$ cat src/sv/ute_pkg.sv
// Shared types and constants for the UTF-8 terminal output encoder.
package ute_pkg;

    // Field widths
    localparam int OP_W        = 2;
    localparam int CP_W        = 21;
    localparam int CW_W        = 8;
    localparam int BYTE_W      = 8;
    localparam int COLUMN_W    = 16;
    localparam int MAX_BYTES   = 4;
    localparam int IDX_W       = 2;

    // Stream payload widths
    localparam int S_TDATA_W   = 32;
    localparam int S_TUSER_W   = OP_W;
    localparam int M_TDATA_W   = 24;
    localparam int M_TUSER_W   = 2;

    // Defaults for top-level parameters
    localparam int COLUMN_BITS_DEF = 16;
    localparam int QUEUE_DEPTH     = 2;

    // Code point ranges
    localparam logic [CP_W-1:0] CP_2BYTE_MIN = 21'h00_0080;
    localparam logic [CP_W-1:0] CP_3BYTE_MIN = 21'h00_0800;
    localparam logic [CP_W-1:0] CP_SURR_LO   = 21'h00_D800;
    localparam logic [CP_W-1:0] CP_SURR_HI   = 21'h00_E000;
    localparam logic [CP_W-1:0] CP_4BYTE_MIN = 21'h01_0000;
    localparam logic [CP_W-1:0] CP_LIMIT     = 21'h11_0000;
    localparam logic [CP_W-1:0] CP_CR        = 21'h00_000D;

    localparam logic [BYTE_W-1:0] CHAR_CR = 8'h0D;
    localparam logic [BYTE_W-1:0] CHAR_LF = 8'h0A;

    // Operation codes
    typedef enum logic [OP_W-1:0] {
        OP_CHAR    = 2'd0,
        OP_RAW     = 2'd1,
        OP_NEWLINE = 2'd2,
        OP_FRESH   = 2'd3
    } op_t;

    // One classified item, handed from front to back
    typedef struct packed {
        logic                                byte_valid;
        logic                                encode_error;
        logic [IDX_W-1:0]                    last_idx;
        logic [MAX_BYTES-1:0][BYTE_W-1:0]    bytes;
        logic [COLUMN_W-1:0]                 column;
    } job_t;

    // Queue status seen by the front
    typedef struct packed {
        logic full;
        logic empty;
    } q_stat_t;

endpackage

$ cat src/sv/ute_front.sv
// Front end: accepts items, encodes UTF-8 and tracks the output column.
module ute_front #(
    parameter int COLUMN_BITS = ute_pkg::COLUMN_BITS_DEF
) (
    input  logic                          clk,
    input  logic                          rst_n,
    input  logic                          s_axis_tvalid,
    output logic                          s_axis_tready,
    // [20:0] code_point, [28:21] char_width, [31:29] zero
    input  logic [ute_pkg::S_TDATA_W-1:0] s_axis_tdata,
    // [1:0] op
    input  logic [ute_pkg::S_TUSER_W-1:0] s_axis_tuser,
    input  ute_pkg::q_stat_t              q_stat,
    output logic                          push,
    output ute_pkg::job_t                 push_job
);
    import ute_pkg::*;

    logic [COLUMN_BITS-1:0] col_reg;
    logic [COLUMN_BITS-1:0] col_next;
    logic [COLUMN_BITS:0]   col_sum;
    logic [CP_W-1:0]        cp;
    logic [CW_W-1:0]        cw;
    logic                   cp_bad;
    logic                   accept;
    logic [MAX_BYTES-1:0][BYTE_W-1:0] utf_bytes;
    logic [IDX_W-1:0]       utf_last;

    assign cp            = s_axis_tdata[CP_W-1:0];
    assign cw            = s_axis_tdata[CP_W+CW_W-1:CP_W];
    assign s_axis_tready = !q_stat.full;
    assign accept        = s_axis_tvalid && s_axis_tready;
    assign push          = accept;

    // Surrogates and values past the Unicode range
    assign cp_bad = (cp >= CP_SURR_LO && cp < CP_SURR_HI) || (cp >= CP_LIMIT);

    // UTF-8 byte sequence, first byte in slot 0
    always_comb
    begin
        utf_bytes = '0;
        utf_last  = '0;
        if (cp < CP_2BYTE_MIN)
        begin
            utf_bytes[0] = cp[7:0];
        end
        else if (cp < CP_3BYTE_MIN)
        begin
            utf_bytes[0] = {3'b110, cp[10:6]};
            utf_bytes[1] = {2'b10, cp[5:0]};
            utf_last     = 2'd1;
        end
        else if (cp < CP_4BYTE_MIN)
        begin
            utf_bytes[0] = {4'b1110, cp[15:12]};
            utf_bytes[1] = {2'b10, cp[11:6]};
            utf_bytes[2] = {2'b10, cp[5:0]};
            utf_last     = 2'd2;
        end
        else
        begin
            utf_bytes[0] = {5'b11110, cp[20:18]};
            utf_bytes[1] = {2'b10, cp[17:12]};
            utf_bytes[2] = {2'b10, cp[11:6]};
            utf_bytes[3] = {2'b10, cp[5:0]};
            utf_last     = 2'd3;
        end
    end

    // Saturating column advance
    assign col_sum = {1'b0, col_reg} + (COLUMN_BITS+1)'(cw);

    // Classify the item and work out the next column
    always_comb
    begin
        col_next              = col_reg;
        push_job.byte_valid   = 1'b1;
        push_job.encode_error = 1'b0;
        push_job.last_idx     = '0;
        push_job.bytes        = '0;
        unique case (op_t'(s_axis_tuser))
            OP_CHAR:
            begin
                if (cp_bad)
                begin
                    push_job.byte_valid   = 1'b0;
                    push_job.encode_error = 1'b1;
                end
                else
                begin
                    push_job.bytes    = utf_bytes;
                    push_job.last_idx = utf_last;
                    if (cp == CP_CR)
                        col_next = '0;
                    else if (col_sum[COLUMN_BITS])
                        col_next = '1;
                    else
                        col_next = col_sum[COLUMN_BITS-1:0];
                end
            end
            OP_RAW:
            begin
                push_job.bytes[0] = cp[BYTE_W-1:0];
            end
            OP_NEWLINE:
            begin
                col_next          = '0;
                push_job.bytes[0] = CHAR_CR;
                push_job.bytes[1] = CHAR_LF;
                push_job.last_idx = 2'd1;
            end
            OP_FRESH:
            begin
                if (col_reg == '0)
                begin
                    push_job.byte_valid = 1'b0;
                end
                else
                begin
                    col_next          = '0;
                    push_job.bytes[0] = CHAR_CR;
                    push_job.bytes[1] = CHAR_LF;
                    push_job.last_idx = 2'd1;
                end
            end
            default:
            begin
                push_job.byte_valid = 1'b0;
            end
        endcase
        // Column reported is the low bits of the count after this item
        push_job.column = COLUMN_W'(col_next);
    end

    // Column state
    always_ff @(posedge clk or negedge rst_n)
    begin
        if (!rst_n)
            col_reg <= '0;
        else if (accept)
            col_reg <= col_next;
    end

endmodule

$ cat src/sv/ute_queue.sv
// Short FIFO of classified items between front and back.
module ute_queue #(
    parameter int DEPTH = ute_pkg::QUEUE_DEPTH
) (
    input  logic              clk,
    input  logic              rst_n,
    input  logic              push,
    input  ute_pkg::job_t     push_job,
    input  logic              pop,
    output ute_pkg::job_t     head_job,
    output ute_pkg::q_stat_t  q_stat
);
    import ute_pkg::*;

    localparam int AW = (DEPTH > 1) ? $clog2(DEPTH) : 1;
    localparam int CW = $clog2(DEPTH + 1);

    job_t            mem_reg [DEPTH];
    logic [AW-1:0]   wr_ptr_reg;
    logic [AW-1:0]   rd_ptr_reg;
    logic [CW-1:0]   count_reg;
    logic [AW-1:0]   wr_ptr_next;
    logic [AW-1:0]   rd_ptr_next;
    logic [CW-1:0]   count_next;
    logic            do_push;
    logic            do_pop;

    assign q_stat.full  = (count_reg == CW'(DEPTH));
    assign q_stat.empty = (count_reg == '0);
    assign do_push      = push && !q_stat.full;
    assign do_pop       = pop && !q_stat.empty;
    assign head_job     = mem_reg[rd_ptr_reg];

    // Pointer and occupancy update
    always_comb
    begin
        wr_ptr_next = wr_ptr_reg;
        rd_ptr_next = rd_ptr_reg;
        count_next  = count_reg;
        if (do_push)
            wr_ptr_next = (wr_ptr_reg == AW'(DEPTH - 1)) ? '0 : wr_ptr_reg + 1'b1;
        if (do_pop)
            rd_ptr_next = (rd_ptr_reg == AW'(DEPTH - 1)) ? '0 : rd_ptr_reg + 1'b1;
        if (do_push && !do_pop)
            count_next = count_reg + 1'b1;
        else if (do_pop && !do_push)
            count_next = count_reg - 1'b1;
    end

    always_ff @(posedge clk or negedge rst_n)
    begin
        if (!rst_n)
        begin
            wr_ptr_reg <= '0;
            rd_ptr_reg <= '0;
            count_reg  <= '0;
        end
        else
        begin
            wr_ptr_reg <= wr_ptr_next;
            rd_ptr_reg <= rd_ptr_next;
            count_reg  <= count_next;
        end
    end

    // Entry storage
    always_ff @(posedge clk)
    begin
        if (do_push)
            mem_reg[wr_ptr_reg] <= push_job;
    end

endmodule

$ cat src/sv/ute_back.sv
// Back end: serializes queued items into single-byte results.
module ute_back (
    input  logic                          clk,
    input  logic                          rst_n,
    input  ute_pkg::job_t                 head_job,
    input  logic                          head_valid,
    output logic                          pop,
    output logic                          m_axis_tvalid,
    input  logic                          m_axis_tready,
    // [7:0] out_byte, [23:8] column
    output logic [ute_pkg::M_TDATA_W-1:0] m_axis_tdata,
    // [0] byte_valid, [1] encode_error
    output logic [ute_pkg::M_TUSER_W-1:0] m_axis_tuser,
    output logic                          m_axis_tlast
);
    import ute_pkg::*;

    logic                          out_valid_reg;
    logic                          out_valid_next;
    logic [M_TDATA_W-1:0]          out_data_reg;
    logic [M_TUSER_W-1:0]          out_user_reg;
    logic                          out_last_reg;
    logic [IDX_W-1:0]              idx_reg;
    logic [IDX_W-1:0]              idx_next;
    logic                          adv;
    logic                          at_last;

    // Load the output register from the queue head whenever it is free or being drained
    assign adv     = head_valid && (!out_valid_reg || m_axis_tready);
    assign at_last = (idx_reg == head_job.last_idx);
    assign pop     = adv && at_last;

    always_comb
    begin
        idx_next       = idx_reg;
        out_valid_next = out_valid_reg;
        if (adv)
        begin
            out_valid_next = 1'b1;
            idx_next       = at_last ? '0 : idx_reg + 1'b1;
        end
        else if (m_axis_tready)
        begin
            out_valid_next = 1'b0;
        end
    end

    always_ff @(posedge clk or negedge rst_n)
    begin
        if (!rst_n)
        begin
            out_valid_reg <= 1'b0;
            idx_reg       <= '0;
        end
        else
        begin
            out_valid_reg <= out_valid_next;
            idx_reg       <= idx_next;
        end
    end

    // Output payload
    always_ff @(posedge clk)
    begin
        if (adv)
        begin
            out_data_reg <= {head_job.column, head_job.bytes[idx_reg]};
            out_user_reg <= {head_job.encode_error, head_job.byte_valid};
            out_last_reg <= at_last;
        end
    end

    assign m_axis_tvalid = out_valid_reg;
    assign m_axis_tdata  = out_data_reg;
    assign m_axis_tuser  = out_user_reg;
    assign m_axis_tlast  = out_last_reg;

endmodule

$ cat src/sv/utf8_terminal_output_encoder_core.sv
// UTF-8 terminal output encoder, top level.
// Input stream (s_axis_*): one item per operation. tuser carries op (write
// character, raw byte, newline, fresh line); tdata carries code_point in bits
// [20:0] and char_width in [28:21].
// Output stream (m_axis_*): one result per emitted byte. tdata holds out_byte
// in [7:0] and the column after the item in [23:8]; tuser holds byte_valid in
// bit 0 and encode_error in bit 1; tlast marks the final result of an item.
// An encode error or a fresh line at column zero gives one result with
// byte_valid low.
// An item taken is written into a queue entry, then loaded into the output
// register. Results leave at one per cycle while m_axis_tready is high; the
// one-byte output register sets this. The front classifies an item per cycle,
// while the default two-entry queue has room, so it takes items as output drains.
// Reset clears the column to zero and empties the queue and output register.
// A stall on m_axis_tready holds the current result; the queue then fills and
// s_axis_tready drops.
module utf8_terminal_output_encoder_core #(
    parameter int COLUMN_BITS = ute_pkg::COLUMN_BITS_DEF,
    parameter int QUEUE_DEPTH = ute_pkg::QUEUE_DEPTH
) (
    input  logic                          clk,
    input  logic                          rst_n,
    input  logic                          s_axis_tvalid,
    output logic                          s_axis_tready,
    // [20:0] code_point, [28:21] char_width, [31:29] zero
    input  logic [ute_pkg::S_TDATA_W-1:0] s_axis_tdata,
    // [1:0] op
    input  logic [ute_pkg::S_TUSER_W-1:0] s_axis_tuser,
    output logic                          m_axis_tvalid,
    input  logic                          m_axis_tready,
    // [7:0] out_byte, [23:8] column
    output logic [ute_pkg::M_TDATA_W-1:0] m_axis_tdata,
    // [0] byte_valid, [1] encode_error
    output logic [ute_pkg::M_TUSER_W-1:0] m_axis_tuser,
    output logic                          m_axis_tlast
);
    import ute_pkg::*;

    logic    push;
    logic    pop;
    job_t    push_job;
    job_t    head_job;
    q_stat_t q_stat;

    ute_front #(
        .COLUMN_BITS (COLUMN_BITS)
    ) u_front (
        .clk           (clk),
        .rst_n         (rst_n),
        .s_axis_tvalid (s_axis_tvalid),
        .s_axis_tready (s_axis_tready),
        .s_axis_tdata  (s_axis_tdata),
        .s_axis_tuser  (s_axis_tuser),
        .q_stat        (q_stat),
        .push          (push),
        .push_job      (push_job)
    );

    ute_queue #(
        .DEPTH (QUEUE_DEPTH)
    ) u_queue (
        .clk      (clk),
        .rst_n    (rst_n),
        .push     (push),
        .push_job (push_job),
        .pop      (pop),
        .head_job (head_job),
        .q_stat   (q_stat)
    );

    ute_back u_back (
        .clk           (clk),
        .rst_n         (rst_n),
        .head_job      (head_job),
        .head_valid    (!q_stat.empty),
        .pop           (pop),
        .m_axis_tvalid (m_axis_tvalid),
        .m_axis_tready (m_axis_tready),
        .m_axis_tdata  (m_axis_tdata),
        .m_axis_tuser  (m_axis_tuser),
        .m_axis_tlast  (m_axis_tlast)
    );

    // An error result is a lone result carrying no byte
    a_err_alone: assert property (@(posedge clk) disable iff (!rst_n)
        (m_axis_tvalid && m_axis_tuser[1]) |-> (m_axis_tlast && !m_axis_tuser[0]))
        else $error("encode error result not a lone empty result");

    // Results before the last one of an item always carry a byte
    a_mid_valid: assert property (@(posedge clk) disable iff (!rst_n)
        (m_axis_tvalid && !m_axis_tlast) |-> m_axis_tuser[0])
        else $error("non-final result without a byte");

    // The front never pushes into a full queue
    a_no_overflow: assert property (@(posedge clk) disable iff (!rst_n)
        push |-> !q_stat.full)
        else $error("push into full queue");

    // A popped queue entry was at the head and the output register took it
    a_pop_nonempty: assert property (@(posedge clk) disable iff (!rst_n)
        pop |=> m_axis_tvalid && m_axis_tlast)
        else $error("pop without a final result loaded");

endmodule
$ cat config.mk
export PLATFORM = sky130hd
export DESIGN_NAME = utf8_terminal_output_encoder_core
export DESIGN_NICKNAME = d
export VERILOG_FILES = /design/src/sv/ute_pkg.sv /design/src/sv/ute_front.sv /design/src/sv/ute_queue.sv /design/src/sv/ute_back.sv /design/src/sv/utf8_terminal_output_encoder_core.sv
export SDC_FILE = /design/constraint.sdc
export NUM_CORES = 1
export LEC_CHECK = 0
export ABC_AREA = 1
export BUFFER_PORTS_ARGS = -buffer_cell sky130_fd_sc_hd__buf_2
export CELL_PAD_IN_SITES_DETAIL_PLACEMENT = 0
export CELL_PAD_IN_SITES_GLOBAL_PLACEMENT = 1
export CORE_UTILIZATION = 42
export DETAILED_ROUTE_END_ITERATION = 8
export GPL_ROUTABILITY_DRIVEN = 0
export MAX_ROUTING_LAYER = met4
export PLACE_DENSITY = 0.83
export SLEW_MARGIN = 20
export SYNTH_ARGS = -nofsm -noshare
export SYNTH_HDL_FRONTEND = slang
export SYNTH_HIERARCHICAL = 1
export SYNTH_SLANG_ARGS = --single-unit
$ cat constraint.sdc
create_clock -name clk -period 3.51 [get_ports clk]
set_input_delay 0.5265 -clock clk [delete_from_list [all_inputs] [get_ports clk]]
set_output_delay 0.5265 -clock clk [all_outputs]
set_load 0.01 [all_outputs]
==> flow_summary.json <==
{
  "drc_errors": 12,
  "seq_area_um2": 4509,
  "grt-ovfl-total": 0,
  "crit_chain": "ha_1, fa_1, nand2_1, nand3_1, nand3_1, nand2_2, nand3_2, inv_1, nor2_1, o21ai_1",
  "cts_setup_buffers": 0,
  "synth.mux.area_fraction_pct": 0,
  "cts_root_buf": "clkbuf_16",
  "seq_power_share_pct": 43.0,
  "num-fill-cells": 1651,
  "synthSimpleGateAreaFrac_pct": 25.30,
  "synth.yosys.seq_area_share_pct": 57.96,
  "cpPeakStageDelay_ns": 0.41,
  "coreArea_um2": 18090,
  "post-place-ws_ns": 0.8910,
  "vias_per_cell": 4.973,
  "cts_tree": "done",
  "crit_type": "flip-flop to flip-flop",
  "maxSlewViolCount": 0,
  "synth_most_common_cell": "nand2_1",
  "path_depth": 10,
  "synth_warnings": 6,
  "violations": "design-rule violations",
  "p_leak_nw": 4.034,
  "drive_gt1_share_pct": 14.32,
  "cp.required_ns": 3.65,
  "crit_path_end_kind": "flip-flop",
  "via_count": 5828,
  "h-tree-depth": 4,
  "grt_pass1_vias": 5316,
  "internal_power_mw": 4.440,
  "rsz0062_at_grt": "false",
  "synth-edff-count": 131,
  "detail_route.wl_per_cell_um": 14.99,
  "multiInputGateArea_um2": 2709,
  "ys.flop_type": "edfxtp_1",
  "final.setup.worst_slack_ns": 1.140,
  "worst_slew_pin_slew_ns": 0.7729,
  "cts_buffers": 17,
  "grt_pass1_wl_um": 28210,
  "netlist.area_leader.share_pct": 50.56,
  "crit_buf_inv": 1,
  "ant_nets": 0,
  "cts_buffer_depth": 2,
  "postCtsResizedCells": 0,
  "status": "finished with violations",
  "critPathMostFrequentCell": "nand3_1",
  "io_pins": 67,
  "drt_first_pass_iters": 9,
  "power.switching_mw": 2.353,
  "ys_ff_latch": 154,
  "powerDensity_nw_per_um2": 765.1,
  "switching_share_pct": 34.64,
  "drt-initial-drc-count": 563,
  "nets": 983,
  "synth.largest_area_cell": "edfxtp_1",
  "cp-start-kind": "flip-flop",
  "report.final.hold_viol_count": 0,
  "area_delta_synth_final_pct": 14.12,
  "cp_slowest_cell": "dfrtp_1",
  "finalCritPeriodShare_pct": 67.52,
  "synth_area_um2": 7780,
  "diodes": 0,
  "fin_tns_setup_ns": 0,
  "async_flop_share_pct": 14.94,
  "die_h_um": 138.1,
  "track_usage_pct": 19.73,
  "cts_hold_buf": 0,
  "ir_drop_mv": 0.3182,
  "dp.final_hpwl_um": 12220,
  "rrSetupSlack_ns": 1.14,
  "max-cap-violations": 0,
  "finalPower_mw": 6.793,
  "synth_common_cells": "nand2_1 (335), edfxtp_1 (131), inv_1 (90)",
  "crit_start": "u_front/col_reg[0]",
  "clk_latency_ns": 0.42,
  "worstPathMaxFanout": 13,
  "final.min_clock_period_ns": 2.370,
  "synth_top_family_by_area": "simple AND/OR/NAND/NOR gates",
  "antenna_found_initial": 0,
  "dieArea_um2": 19070,
  "synth-compound-area-share_pct": 6.433,
  "rows": 49,
  "synthXorXnorAreaFrac_pct": 0.3377,
  "synth_cells": 861,
  "clk_pin_slew_ns": 0.06,
  "fmax_mhz": 422.0,
  "reg2reg_from": "u_front/col_reg[0]",
  "relSlewSlack_pct": 48.42,
  "hold_class": "primary input to async pin",
  "synthTopCellsByArea": "edfxtp_1 (51%), nand2_1 (16%), dfrtp_1 (7.4%)",
  "clock-sinks": 154,
  "largest_register_ffs": 104,
  "power.share.clock_pct": 26.9,
  "clock_skew_ns": 0.007194,
  "setup_violations": 0,
  "synth_fa_ha_area_share_pct": 2.509,
  "p_comb_share_pct": 30.1,
  "port_buffers": 63,
  "cp-endpoint": "u_queue/mem_reg[1][0]",
  "timing.rr.end": "u_queue/mem_reg[1][0]",
  "ys_types": 40,
  "critical-path-top-delay-family": "simple AND/OR/NAND/NOR gates",
  "wl_um": 17570,
  "cp.arrival_ns": 2.51,
  "die_x_um": 138.1,
  "worstRegToRegCells": 10,
  "start_util_pct": 43.02,
  "grt_max_degree": 41,
  "syn_area_per_cell_um2": 9.036,
  "fin_hold_ws_ns": 0.1142
}
==> through the flow <==
step                utilization [%]  cells  cell area (µm²)
floorplan                         -    863             7790
global placement              45.74   1140             8273
detailed placement            45.74   1140             8273
CTS                           49.09   1172             8879
global route                  49.09   1172             8879
finish                        49.09   1172             8879
==> cells by family (layout without fill, tap and decap cells) <==
group,count (synthesis),after routing
simple gates,483,483
flops,154,154
buf+inv,119,199
compound gates,86,86
fa+ha+maj,15,15
xor+xnor,3,3
other cells,1,3
==> power by group through the flow <==
| stage | combinational, mW | sequential (mW) | clock [mW] |
|---|---|---|---|
| final | 2.05 | 2.92 | 1.83 |
| after floorplan | 1.41 | 2.98 | 0 |
| after global placement | 2.03 | 2.94 | 0 |
| after detailed placement | 2.05 | 2.96 | 0 |
| after CTS | 2.06 | 2.92 | 1.87 |
| after global routing | 2.29 | 2.98 | 1.94 |
==> placed cells by master, fill, tap and decap left out, drive strengths merged <==
| master | n |
|---|---|
| nand2 | 344 |
| nand4 | 4 |
| xor2 | 1 |
| conb | 3 |
| a22oi | 7 |
| a21o | 1 |
| o211ai | 2 |
| o22ai | 12 |
| and3 | 1 |
| inv | 97 |
| o21ai | 41 |
| bufinv | 2 |
| clkinvlp | 3 |
| a31oi | 1 |
| buf | 71 |
| a21oi | 20 |
| or2 | 1 |
| nand3b | 2 |
| clkbuf | 20 |
| xnor2 | 2 |
| ha | 14 |
| clkinv | 6 |
| o221ai | 2 |
| nor2 | 89 |
| dfrtp | 23 |
| fa | 1 |
| edfxtp | 131 |
| nand3 | 42 |
==> worst min-delay path by stage <==
stage                           to  depth (start not counted)  slack [ns]
2_1_floorplan    u_back/idx_reg[0]                          0        0.23
3_3_place_gp    u_queue/wr_ptr_reg                          2        0.46
4_1_cts        u_front/col_reg[10]                          1        0.12
6_report        u_queue/rd_ptr_reg                          1        0.11
3_5_place_dp    u_queue/wr_ptr_reg                          2        0.48
5_1_grt         u_queue/rd_ptr_reg                          1        0.14
==> layout make-up <==
class | instances | share of cell area [%]
Inverter | 96 | 4.143
Tap cell | 229 | 3.227
Timing Repair Buffer | 71 | 4.510
Clock buffer | 20 | 5.256
Sequential cell | 154 | 50.79
Multi-Input combinational cell | 590 | 30.51
Clock inverter | 12 | 1.564
==> layer usage <==
layer / up-vias / global-route usage (%) / part of all wire [%]
met4: 0 / 5.086 / 1.3
met1: 2715 / 28.11 / 49
met3: 19 / 3.949 / 5.1
met5: - / - / 0
met2: 157 / 28.79 / 45
li1: 2937 / - / -
No activity file was read; power rests on OpenSTA's default activity.
